--- src/hw/rtl/glzw_pkg.sv ---
// Shared types, constants and helper functions of the GIF LZW code packer.
package glzw_pkg;

  // Dictionary geometry and code limits
  localparam int HASH_SLOTS    = 5003;
  localparam int MAX_CODE_BITS = 12;
  localparam int IDX_W         = $clog2(HASH_SLOTS);
  localparam int CODE_W        = MAX_CODE_BITS;
  localparam int NF_W          = CODE_W + 1;
  localparam int PIX_W         = 8;
  localparam int KEY_W         = PIX_W + CODE_W;
  localparam int CW_W          = 4;
  localparam int BUF_W         = 24;
  localparam int CNT_W         = 5;
  localparam int RAM_W         = 1 + KEY_W + CODE_W;

  // Shift that spreads the pixel over the hash index
  function automatic int hash_shift_f();
    int f;
    int s;
    f = HASH_SLOTS;
    s = 0;
    while (f < 65536) begin
      f = f * 2;
      s = s + 1;
    end
    return 8 - s;
  endfunction

  localparam int HASH_SHIFT = hash_shift_f();

  // Code selection for the packer
  localparam logic [1:0] SEL_PFX = 2'd0;
  localparam logic [1:0] SEL_CLR = 2'd1;
  localparam logic [1:0] SEL_END = 2'd2;

  // Register index of the config port
  localparam logic REG_CODE_SIZE = 1'b0;

  // Highest code value at the given width before the width grows
  function automatic logic [NF_W-1:0] limit_for(logic [CW_W-1:0] bits);
    if (bits >= CW_W'(MAX_CODE_BITS)) begin
      return NF_W'(1) << MAX_CODE_BITS;
    end
    return (NF_W'(1) << bits) - NF_W'(1);
  endfunction

  typedef struct packed {
    logic [PIX_W-1:0] pixel;
    logic             last_pixel;
  } glzw_in_t;

  typedef struct packed {
    logic [7:0] out_byte;
    logic       run_last;
    logic       image_end;
  } glzw_out_t;

  // Controller to datapath commands
  typedef struct packed {
    logic       start_image;
    logic       start_lookup;
    logic       clr_wr;
    logic       chk;
    logic       hit;
    logic       probe_step;
    logic       put;
    logic [1:0] put_sel;
    logic       emit;
    logic       pad;
    logic       pad_zero;
    logic       width_upd;
    logic       insert;
    logic       finish;
  } glzw_cmd_t;

  // Datapath to controller status
  typedef struct packed {
    logic in_image;
    logic last;
    logic clr_done;
    logic chk_hit;
    logic chk_empty;
    logic exhausted;
    logic cnt_ge8;
    logic cnt_nz;
    logic table_full;
    logic pend_valid;
    logic out_free;
  } glzw_sts_t;

endpackage

--- src/hw/rtl/glzw_ctrl.sv ---
// Sequencer of the LZW packer: lookup, code packing, clearing and flush.
module glzw_ctrl import glzw_pkg::*; (
  input  logic      clk_i,
  input  logic      rst_ni,
  input  logic      in_valid_i,
  output logic      in_stall_o,
  input  glzw_sts_t sts_i,
  output glzw_cmd_t cmd_o
);

  localparam logic [3:0] ST_IDLE  = 4'd0;
  localparam logic [3:0] ST_CLR   = 4'd1;
  localparam logic [3:0] ST_RD    = 4'd2;
  localparam logic [3:0] ST_CHK   = 4'd3;
  localparam logic [3:0] ST_PPFX  = 4'd4;
  localparam logic [3:0] ST_INS   = 4'd5;
  localparam logic [3:0] ST_PCLR  = 4'd6;
  localparam logic [3:0] ST_LPFX  = 4'd7;
  localparam logic [3:0] ST_LEND  = 4'd8;
  localparam logic [3:0] ST_PAD   = 4'd9;
  localparam logic [3:0] ST_DONE  = 4'd10;
  localparam logic [3:0] ST_DRAIN = 4'd11;

  logic [3:0] state_q, state_d;
  logic [3:0] ret_q, ret_d;
  logic       sink_ok;
  logic [3:0] after_code;

  assign sink_ok    = !sts_i.pend_valid || sts_i.out_free;
  assign after_code = sts_i.last ? ST_LPFX : ST_DONE;
  assign in_stall_o = (state_q != ST_IDLE);

  // Next state and commands
  always_comb begin
    state_d = state_q;
    ret_d   = ret_q;
    cmd_o   = '0;
    case (state_q)
      ST_IDLE: begin
        if (in_valid_i) begin
          if (!sts_i.in_image) begin
            cmd_o.start_image = 1'b1;
            state_d = ST_CLR;
          end else begin
            cmd_o.start_lookup = 1'b1;
            state_d = ST_RD;
          end
        end
      end
      ST_CLR: begin
        cmd_o.clr_wr = 1'b1;
        if (sts_i.clr_done) begin
          state_d = ST_PCLR;
        end
      end
      ST_RD: begin
        state_d = ST_CHK;
      end
      ST_CHK: begin
        cmd_o.chk = 1'b1;
        if (sts_i.chk_hit) begin
          cmd_o.hit = 1'b1;
          state_d = after_code;
        end else if (sts_i.chk_empty || sts_i.exhausted) begin
          state_d = ST_PPFX;
        end else begin
          cmd_o.probe_step = 1'b1;
          state_d = ST_RD;
        end
      end
      ST_PPFX: begin
        cmd_o.put     = 1'b1;
        cmd_o.put_sel = SEL_PFX;
        ret_d   = ST_INS;
        state_d = ST_DRAIN;
      end
      ST_INS: begin
        cmd_o.insert = 1'b1;
        state_d = sts_i.table_full ? ST_CLR : after_code;
      end
      ST_PCLR: begin
        cmd_o.put     = 1'b1;
        cmd_o.put_sel = SEL_CLR;
        ret_d   = after_code;
        state_d = ST_DRAIN;
      end
      ST_LPFX: begin
        cmd_o.put     = 1'b1;
        cmd_o.put_sel = SEL_PFX;
        ret_d   = ST_LEND;
        state_d = ST_DRAIN;
      end
      ST_LEND: begin
        cmd_o.put     = 1'b1;
        cmd_o.put_sel = SEL_END;
        ret_d   = ST_PAD;
        state_d = ST_DRAIN;
      end
      ST_DRAIN: begin
        if (sts_i.cnt_ge8) begin
          cmd_o.emit = sink_ok;
        end else begin
          cmd_o.width_upd = 1'b1;
          state_d = ret_q;
        end
      end
      ST_PAD: begin
        if (sts_i.cnt_nz) begin
          cmd_o.emit = sink_ok;
          cmd_o.pad  = 1'b1;
        end else begin
          cmd_o.pad_zero = 1'b1;
          state_d = ST_DONE;
        end
      end
      ST_DONE: begin
        if (sink_ok) begin
          cmd_o.finish = 1'b1;
          state_d = ST_IDLE;
        end
      end
      default: begin
        state_d = ST_IDLE;
      end
    endcase
  end

  always_ff @(posedge clk_i or negedge rst_ni) begin
    if (!rst_ni) begin
      state_q <= ST_IDLE;
      ret_q   <= ST_IDLE;
    end else begin
      state_q <= state_d;
      ret_q   <= ret_d;
    end
  end

endmodule

--- config.mk ---
export PLATFORM = sky130hd
export DESIGN_NAME = glzw_ctrl
export DESIGN_NICKNAME = d
export VERILOG_FILES = /design/src/hw/rtl/glzw_pkg.sv /design/src/hw/rtl/glzw_ctrl.sv
export SDC_FILE = /design/constraint.sdc
export NUM_CORES = 1
export LEC_CHECK = 0
export BUFFER_PORTS_ARGS = -buffer_cell sky130_fd_sc_hd__buf_2
export CAP_MARGIN = 10
export CORE_ASPECT_RATIO = 1.2
export CORE_MARGIN = 2
export CORE_UTILIZATION = 40
export DETAILED_ROUTE_END_ITERATION = 7
export PLACE_DENSITY = 0.65
export REMOVE_ABC_BUFFERS = 1
export SETUP_SLACK_MARGIN = 0.4
export SLEW_MARGIN = 15
export SYNTH_ARGS = -nofsm -noshare
export SYNTH_HDL_FRONTEND = slang
export SYNTH_SLANG_ARGS = --single-unit
--- constraint.sdc ---
create_clock -name clk_i -period 3.77 [get_ports clk_i]
set_input_delay 0.377 -clock clk_i [delete_from_list [all_inputs] [get_ports clk_i]]
set_output_delay 0.377 -clock clk_i [all_outputs]
set_load 0.01 [all_outputs]
# After elaboration in Yosys (flattened, before gate mapping)
# Index checks and enable logic that the tools add are counted.
word_totals:
  inputBits: 14
  wordCells: 59
  out_inout_bits: 16
  ff_bits: 8
op_classes:
  eq_ne: 16
  n_reduce_logical: 9
  muxes: 32
op_table:
  columns: ["op", "n"]
  rows:
  - ["case mux 4 bit (9 select lines)", 1]
  - ["2-to-1 mux 4 bit", 8]
  - ["equality test 4 x 3 -> 1 bit, second input constant", 4]
  - ["equality test 4 bit, second input constant", 4]
  - ["case mux 4 bit (4 select lines)", 1]
  - ["2-to-1 mux 1 bit", 13]
  - ["2-to-1 mux 2 bit", 5]
  - ["inequality test 2 bit, second input constant", 5]
  - ["case mux 3 bit (3 select lines)", 1]
  - ["equality test 4 x 2 -> 1 bit, second input constant", 2]
  - ["nonzero test 4 bit", 2]
  - ["2-to-1 mux 3 bit", 2]
  - ["AND reduction 5 bit", 1]
  - ["equality test 4 x 1 -> 1 bit, second input constant", 1]
  - ["logical NOT 4 bit", 1]
  - ["OR reduction 4 bit", 1]
  - ["logical OR 1 bit", 2]
  - ["case mux 1 bit (2 select lines)", 1]
  - ["OR reduction 2 bit", 1]
  - ["logical NOT 1 bit", 1]

# Logic depth before layout (Yosys ltp)
# Gate-level depths: netlist of the first run.
depth:
  depth_word: 4
  depth_mapped: 6
  mapped_depth_nobuf: 4

# Least setup slack after synthesis of the first run
# No wires, ideal clock.
synth_path:
  path_kind: "register to output"
  startpoint: "reg state_q[1]"
  endpoint: "out cmd_o[9] (netlist bit)"
  n_path_buf: 3
  t_arrival_ns: 1.443
  stages_incl_launch_ff: 7
  setup_slack_ns: 1.950
  path_cell_list: "dfrtp_1 buf_4 buf_2 buf_2 nand2_1 nor3_1 and2_1"
synth_rtl:
  columns: ["item", "line", "source"]
  rows:
  - ["from (decl)", "glzw_ctrl.sv:24", "logic [3:0] state_q, state_d;"]
  - ["from (signal assigned)", "glzw_ctrl.sv:133", "state_q <= state_d;"]
  - ["to (decl)", "glzw_ctrl.sv:8", "output glzw_cmd_t cmd_o"]

==> summary.md, run 1 <==
| Metric | Value |
|---|---|
| Outcome | complete, no violations |
| Postcts setup bufs | 0 |
| Post-CTS Hold Fix Bufs | 1 |
| Final TNS setup | 0 ps |
| Max-cap violations | 0 |
| Via/cell ratio | 5.81 |
| Crit path to | cmd_o[8] |
| Chip Width | 45.4 µm |
| Worst r2r dst | state_q[1]$_DFFE_PN0P_ |
| Ys Warns | 0 |
| First-pass GRT wire length | 3.29 mm |
| RR Startpoint | state_q[1]$_DFFE_PN0P_ |
| Peak VDD IR | 0.284 mV |
| # nets final | 150 |
| Final wirelength | 2.04 mm |
| Die Area | 2440 µm² |
| Hold/Removal Path Class | in2async |
| Initial DRC count | 15 |
| Min cycle time layout | 2310 ps |
| Avg Inst Size Synth | 7.48 µm² |
| Std cell rows | 18 |
| Sequential area share after synthesis | 24.3% |
| Post-Syn Area | 823 µm² |
| Worst Setup Path Type | reg2out |
| Port bufs | 29 |
| Max Slew Vio Count | 0 |
| Yosys reg bits | 8 |
| Post-CTS Resized | 0 |
| Post-Route Skew | 11.1 ps |
| Post-DP HPWL | 1.53 mm |
| Tightest Pin Transition | 787 ps |
| Core box area | 2000 µm² |
| Area grow syn2layout | 18.8% |
| Worst-path fanout max | 22 |
| Unrepaired setup endpoints after global routing | false |
| Power Dens Cells | 732 nW/µm² |
| Deepest clock path buffer count | 2 |
| CTS clk-pin slew, worst paths | 60 ps |
| H-tree levels | 1 |
| R2r worst-path depth | 4 |
| Max-Slew Margin vs Limit | 47.5% |
| Antenna cells | 0 |
| CP Launch Type | flop |
| Worst setup EP type | output port |
| Leakage power | 0.453 nW |
| Vias in the first global route | 754 |
| Chip height | 53.7 µm |
| GRT Resource Usage Total | 18.0% |
| Router iterations before antenna repair | 4 |
| Most common cell after layout, fill and taps aside | buf_2 |
| Fin Hold WS | 479 ps |
| CTS tree | built |
| Largest net degree at the start of global routing | 29 |
| Top Ports | 30 |
| Syn Inst Count | 110 |
| Most frequent cells in the layout | buf_2, nand2_1, nor3_1 |
| Worst EP arrival | 1930 ps |
| Initial antenna violation count | 0 |
| Wire length per cell | 13.2 µm |
| Setup violators final | 0 |
| Share of cells above drive strength 1 | 27.6% |
| Final period utilization | 61.3% |
| Effective utilization at floorplan | 41.1% |
| CTS sink count | 8 |
| Overflow after GRT | 0 |
| Clock root buffer | clkbuf_4 |
| Endpoints failing hold | 0 |
| Reg2Reg Setup Slack | 1650 ps |
| Worst EP required | 3390 ps |
| Vias | 894 |
| Setup crit start | state_q[2]$_DFFE_PN0P_ |
| Gp weighted congestion | 0.880 |
| Clock latency on the worst-skew pair | 280 ps |
| CTS Buf Count | 3 |
| Maximum clock rate | 433 MHz |
| Post-route ant nets | 0 |
| Post-synth cell types | 36 |
| DRC Markers | 0 |
-- worst min-delay path by stage --
stage               slack, ps  cells after the start              endpoint
global route              500                      2  ret_q[2]$_DFFE_PN0P_
finish                    480                      2  ret_q[2]$_DFFE_PN0P_
CTS                       480                      2  ret_q[2]$_DFFE_PN0P_
global placement          230                      1  ret_q[0]$_DFFE_PN0P_
floorplan                  80                      0  ret_q[0]$_DFFE_PN0P_
detailed placement        230                      1  ret_q[0]$_DFFE_PN0P_
-- synthesized netlist by cell type --
cell type | instances | area share, %
a221o_1 | 2 | 2.4
nor2_1 | 6 | 2.7
or3b_1 | 1 | 1.1
o21ai_0 | 9 | 5.5
o311ai_0 | 1 | 1.1
clkinv_1 | 1 | 0.46
or4b_1 | 1 | 1.2
nor3_1 | 10 | 6.1
dfrtp_1 | 8 | 24
or4b_2 | 1 | 1.2
and2_1 | 3 | 2.3
a311oi_2 | 1 | 1.8
buf_2 | 8 | 4.9
a32oi_1 | 1 | 1.1
inv_1 | 4 | 1.8
nand4_1 | 1 | 0.76
nor2b_1 | 9 | 6.8
a32o_1 | 2 | 2.4
a41oi_1 | 1 | 1.1
o22a_1 | 1 | 1.1
nand2_1 | 11 | 5.0
or3_1 | 1 | 0.76
a21o_1 | 3 | 2.7
mux2_4 | 1 | 1.8
and3_1 | 3 | 2.3
nand2b_1 | 4 | 3.0
a21oi_1 | 5 | 3.0
o211ai_1 | 1 | 0.91
nor4_1 | 2 | 1.5
a221oi_1 | 1 | 1.1
buf_4 | 1 | 0.91
a31o_2 | 1 | 1.1
mux2i_1 | 2 | 2.4
o21a_1 | 1 | 0.91
a211oi_1 | 1 | 0.91
nor4_2 | 1 | 1.5
-- critical path, cell delays in order (launching register included) --
cell,delay [ps]
dfrtp_1,750
nand2b_1,320
nor2_1,90
o21ai_0,270
nand2_1,80
buf_2,140
-- final cells by class --
class | instances | area [µm²]
flip-flops and latches | 8 | 200
fillers | 205 | 1030
clock buffers | 3 | 22.5
multi-input cells | 88 | 557
repair buffers | 30 | 155
well taps | 20 | 25.0
inverters | 5 | 18.8
-- per-stage QoR --
| stage | util [%] | area (µm²) | total power, W | instances | setup slack (ps) |
|---|---|---|---|---|---|
| finish | 48.8 | 978 | 0.000716 | 154 | 1460 |
| global route | 48.8 | 978 | 0.000783 | 154 | 1340 |
| detailed placement | 47.2 | 946 | 0.000643 | 150 | 1690 |
| global placement | 47.2 | 946 | 0.000642 | 150 | 1740 |
| floorplan | - | 776 | 0.000516 | 101 | 1870 |
| CTS | 48.8 | 978 | 0.000714 | 154 | 1480 |
-- layer usage --
| layer | part of all wire [%] | up-vias | track usage [%] |
|---|---|---|---|
| met2 | 48 | 23 | 26.8 |
| met3 | 4.6 | 5 | 2.35 |
| li1 | - | 456 | - |
| met1 | 46 | 410 | 24.6 |
| met4 | 1.8 | 0 | 9.80 |
| met5 | 0 | - | 0 |
-- flip-flops by register name (all words and copies together), names as in the netlist --
signal / flops
ret_q: 4
state_q: 4
-- where the power goes --
part | total, W | switching, W | internal (W) | leakage (nW)
clock | 0.0000721 | 0.0000353 | 0.0000368 | 0.0138
sequential | 0.000242 | 0.000124 | 0.000117 | 0.0939
combinational | 0.000403 | 0.000197 | 0.000206 | 0.346
total | 0.000716 | 0.000356 | 0.000360 | 0.453
-- cell families after synthesis --
family | Yosys count | share of synthesized area, %
compound gates | 31 | 27.1
buf+inv | 14 | 8.05
flops | 8 | 24.3
mux | 3 | 4.25
simple gates | 54 | 36.3
Note: power is estimated with default switching activity, not from simulation.
==> run 2, diff against run 1 <==
- PLACE_DENSITY: 0.65 -> 0.67
- clock period: 3.77 -> 2 ns (I/O delays scaled with it)
==> summary.md, run 2 (synthesis gave the netlist of run 1 again) <==
| Metric | Value |
|---|---|
| Worst Setup Path Type | reg2reg |
| Power Dens Cells | 1570 nW/µm² |
| Non-Filler Instances | 192 |
| Most common cell after layout, fill and taps aside | buf_4 |
| Area grow syn2layout | 84.8% |
| Worst EP arrival | 1960 ps |
| Vias in the first global route | 979 |
| Fill cells | 133 |
| Top Ports | 30 |
| Worst-path fanout max | 8 |
| Max-Slew Margin vs Limit | 73.3% |
| Overflow after GRT | 0 |
| Post-Route Skew | 8.12 ps |
| Initial antenna violation count | 0 |
| Chip height | 53.7 µm |
| Placed insts | 159 |
| Share of cells above drive strength 1 | 61.6% |
| Most frequent cells in the layout | buf_4, buf_2, nand2_1 |
| Final wirelength | 3.57 mm |
| Initial DRC count | 30 |
| GRT Resource Usage Total | 24.5% |
| Unrepaired setup endpoints after global routing | true |
| Grt met2 use | 39.9% |
| Max Slew Vio Count | 0 |
| Post-route ant nets | 0 |
| Worst EP required | 2210 ps |
| Final period utilization | 87.4% |
| CTS sink count | 8 |
| Final TNS setup | 0 ps |
| Clock latency on the worst-skew pair | 270 ps |
| Effective utilization at floorplan | 41.1% |
| # nets final | 188 |
| Worst setup EP type | flop |
| Tightest Pin Transition | 399 ps |
| Via/cell ratio | 6.09 |
| Outcome | complete, no violations |
| Endpoints failing hold | 0 |
| Chip Width | 45.4 µm |
| Antenna cells | 0 |
| Routing usage on met1 | 28.4% |
| Peak VDD IR | 0.884 mV |
| Core box area | 2000 µm² |
| Die Area | 2440 µm² |
| Leakage power | 0.711 nW |
| Deepest clock path buffer count | 2 |
| CTS clk-pin slew, worst paths | 60 ps |
| Maximum clock rate | 572 MHz |
| Biggest regs | ret_q: 4 flops, state_q: 4 flops |
| CTS tree | built |
| Port bufs | 29 |
| DRC Markers | 0 |
| CP Launch Type | flop |
| Min cycle time layout | 1750 ps |
| Router iterations before antenna repair | 5 |
| H-tree levels | 1 |
| Largest net degree at the start of global routing | 11 |
| First-pass GRT wire length | 4.33 mm |
| Most Used Layer, Global Route | met2 |
| Clock root buffer | clkbuf_4 |
| Wire length per cell | 18.6 µm |
| FF/Latch Area | 205 µm² |
| Post-DP HPWL | 1.74 mm |
| GRT met3 Usage | 4.03% |
| Vias | 1169 |
| Setup violators final | 0 |
| Gp weighted congestion | 0.846 |
| Max-cap violations | 0 |
| Combined area of the multi-input logic cells | 743 µm² |
| CTS Buf Count | 3 |
| Hold/Removal Path Class | in2async |
| Std cell rows | 18 |
## run 2: cell types whose count changed in the layout (fill, tap and decap cells not counted), sizes merged
cell    previous run  this run
clkbuf             3         4
buf               29        66
## run 2: path summary, 6_finish.rpt
kind / cells past startpoint / slack [ps] / start / to
setup / recovery: 4 / 250 / state_q[2]$_DFFE_PN0P_ / state_q[1]$_DFFE_PN0P_
hold / removal: 2 / 300 / rst_ni / ret_q[2]$_DFFE_PN0P_
setup reg to reg: 4 / 250 / state_q[2]$_DFFE_PN0P_ / state_q[1]$_DFFE_PN0P_
hold reg to reg: 1 / 540 / ret_q[1]$_DFFE_PN0P_ / ret_q[1]$_DFFE_PN0P_
max in group asynchronous: 2 / 1500 / rst_ni / state_q[0]$_DFFE_PN0P_
min in group clk_i: 3 / 410 / sts_i[9] / ret_q[0]$_DFFE_PN0P_
## run 2: final cells by class
class	count	area share (%)
clock buffer	3	1.48
inverter	5	1.23
multi-input combinational	88	48.8
sequential	8	13.5
tap	20	1.64
timing repair buffer	68	33.3
## run 2: power by group
part	total, W	internal [W]	switching, W	leakage (nW)
Sequential	0.000329	0.000232	0.0000967	0.0895
Clock	0.000130	0.0000690	0.0000608	0.0138
Combinational	0.00192	0.00100	0.000921	0.608
Total	0.00238	0.00130	0.00108	0.711
## run 2: what timing repair did
item | 4_1_cts | 5_1_grt
buffers inserted | 13 | 15
cloned | 0 | 1
endpoints found under the setup margin | 19 | 22
endpoints found under the hold margin | 8 | 0
hold buffers | 1 | 0
pin swaps | 4 | 10
gates resized for setup | 22 | 32
## run 2: critical path, cell delays in order (launching register included)
cell and delay (ps):
dfrtp_2 490, or4b_2 710, o21ai_0 150, a221o_1 200, mux2_4 140
## run 2: through the flow
stage	power [W]	hold WS (ps)	util [%]	area (µm²)	setup WS [ps]
detailed placement	0.00134	55.9	50.6	1010	193
finish	0.00238	305	75.9	1520	252
floorplan	0.000972	-95.6	-	776	104
CTS	0.00180	307	61.2	1230	302
global route	0.00250	339	75.9	1520	209
global placement	0.00133	53.4	50.6	1010	256
## run 2: layer usage
layer	routed length, µm	part of all wire, %
met4	229	6.4
met1	1320	37
met2	1910	53
met3	117	3.3
met5	0	0
==> run 3, diff against run 2 <==
- ABC_AREA: default -> 1
- CORE_UTILIZATION: 40 -> 41
- PLACE_DENSITY: 0.67 -> 0.71
- clock period: 2 -> 1.55 ns (I/O delays scaled with it)
==> summary.md, run 3 <==
| Metric | Value |
|---|---|
| Outcome | finished with violations |
| Failing checks | negative setup slack |
| Chip Width | 41.9 µm |
| Initial antenna violation count | 0 |
| Initial DRC count | 47 |
| Antenna cells | 0 |
| Setup violators final | 4 |
| Unrepaired setup endpoints after global routing | true |
| Worst setup EP type | output port |
| Port bufs | 29 |
| Final period utilization | 102% |
| Biggest regs | ret_q: 4 flops, state_q: 4 flops |
| Synth top area share | 28.3% |
| Cell taking the most area after synthesis | dfrtp_1 |
| Tightest Pin Transition | 334 ps |
| Worst EP arrival | 1420 ps |
| Clock latency on the worst-skew pair | 250 ps |
| Power Dens Cells | 1840 nW/µm² |
| Synth Flop Type | dfrtp_1 |
| Post-Route Skew | 3.19 ps |
| CTS Buf Count | 3 |
| Maximum clock rate | 633 MHz |
| Max Slew Vio Count | 0 |
| Finished Cell Area | 1300 µm² |
| Final TNS setup | -43.5 ps |
| Setup crit start | state_q[3]$_DFFE_PN0P_ |
| Peak VDD IR | 1.12 mV |
| Share of cells above drive strength 1 | 53.8% |
| Most common cell in the netlist | nand2_1 |
| Most frequent cells in the layout | nand2_1, buf_2, inv_1, nor2_1, buf_4 |
| Chip height | 49.5 µm |
| Final wirelength | 2.99 mm |
| H-tree levels | 1 |
| Worst-path fanout max | 4 |
| Wire length per cell | 15.0 µm |
| CTS clk-pin slew, worst paths | 50 ps |
| Leakage power | 0.748 nW |
| CTS sink count | 8 |
| CTS tree | built |
| CP Launch Type | flop |
| Reg2Reg Setup Slack | 130 ps |
| Post-Syn Area | 708 µm² |
| Worst Setup Path Type | reg2out |
| GRT Resource Usage Total | 24.0% |
| Avg Inst Size Synth | 5.62 µm² |
| Max-cap violations | 0 |
| Vias in the first global route | 930 |
| Most frequent cells after synthesis | nand2_1, inv_1, nor2_1 |
| Max-Slew Margin vs Limit | 77.6% |
| Endpoints failing hold | 0 |
| Ranking of synthesized cells by area | dfrtp_1, nand2_1, inv_1 |
| Vias | 1093 |
| Worst EP required | 1390 ps |
| Min cycle time layout | 1580 ps |
| Yosys reg bits | 8 |
| Top Ports | 30 |
| Clock root buffer | clkbuf_4 |
| First-pass GRT wire length | 3.86 mm |
| Placed instance area | 876 µm² |
| Area grow syn2layout | 83.0% |
| Gp weighted congestion | 0.890 |
| Total chip power | 0.00238 W |
| Overflow after GRT | 0 |
| Most common cell after layout, fill and taps aside | nand2_1 |
| Via/cell ratio | 5.47 |
| Ys Warns | 0 |
| Deepest clock path buffer count | 2 |
| Effective utilization at floorplan | 43.7% |
| RR Startpoint | state_q[2]$_DFFE_PN0P_ |
| Syn Inst Count | 126 |
| Sequential area share after synthesis | 28.3% |
| Setup slack at placement | 157 ps |
| Number of flops mapped to enable cells by yosys | 0 |
| Std cell rows | 16 |
| # nets final | 198 |
| Core box area | 1620 µm² |
| Fin Hold WS | 265 ps |
| Post-route ant nets | 0 |
| Die Area | 2080 µm² |
| Fin worst setup slack | -29.8 ps |
| Ys async rst share | 100% |
| Post-DP HPWL | 1.55 mm |
| Post-synth cell types | 17 |
| R2r worst-path depth | 9 |
| Router iterations before antenna repair | 5 |
| Hold/Removal Path Class | in2async |
| Largest net degree at the start of global routing | 9 |
| Crit path to | cmd_o[9] |
| DRC Markers | 0 |
| Worst r2r dst | state_q[3]$_DFFE_PN0P_ |
## run 3: worst max-delay path: stages, from the launching register on
cell and delay (ps):
dfrtp_2 460, nor2_4 200, nand2_1 120, nor4_1 200, buf_2 180
## run 3: per-stage QoR
stage | utilization, % | instances
finish | 79.9 | 200
floorplan | - | 126
global placement | 54.0 | 173
global route | 79.9 | 200
CTS | 67.1 | 188
detailed placement | 54.0 | 173
## run 3: logic make-up (layout without fill, tap and decap cells)
kind of cell / count (synthesis) / count (layout) / synth area share, %
AO/OA/AOI/OAI: 6 / 6 / 5.30
buffers and inverters: 25 / 81 / 13.3
flip-flops: 8 / 8 / 28.3
AND/OR/NAND/NOR: 87 / 87 / 53.2
## run 3: how the worst min path moves through the flow
stage	end	slack, ps	from
3_3_place_gp	ret_q[0]$_DFFE_PN0P_	2	rst_ni
5_1_grt	state_q[2]$_DFFE_PN0P_	290	rst_ni
2_1_floorplan	ret_q[0]$_DFFE_PN0P_	-140	rst_ni
4_1_cts	ret_q[1]$_DFFE_PN0P_	270	rst_ni
3_5_place_dp	ret_q[0]$_DFFE_PN0P_	7	rst_ni
6_report	state_q[2]$_DFFE_PN0P_	270	rst_ni
## run 3: report_power, final
| group | switching (W) | internal, W | total [W] | leakage [nW] |
|---|---|---|---|---|
| clock | 0.0000680 | 0.0000884 | 0.000156 | 0.0138 |
| sequential | 0.000171 | 0.000321 | 0.000492 | 0.0933 |
| combinational | 0.000961 | 0.000774 | 0.00174 | 0.641 |
| total | 0.00120 | 0.00118 | 0.00238 | 0.748 |
## run 3: cell type report
cell class | instances | area, µm²
Clock buffer | 3 | 22.5
Tap cell | 18 | 22.5
Multi-Input combinational cell | 93 | 556
Timing Repair Buffer | 53 | 389
Inverter | 25 | 101
Sequential cell | 8 | 205
Fill cell | 105 | 325
## run 3: per-layer routing
layer,vias to the layer above,share of wire (%),GRT usage [%]
met1,496,35,28.1
li1,497,-,-
met3,25,8.5,3.30
met4,0,5.5,14.5
met5,-,0,0
met2,75,51,40.9
## run 3: repair_timing
| action | CTS | global route |
|---|---|---|
| endpoints found under the setup margin | 24 | 24 |
| buffers inserted | 11 | 12 |
| endpoints found under the hold margin | 8 | 0 |
| pin swaps | 6 | 10 |
| resized for setup | 31 | 32 |
| hold buffers | 1 | 0 |
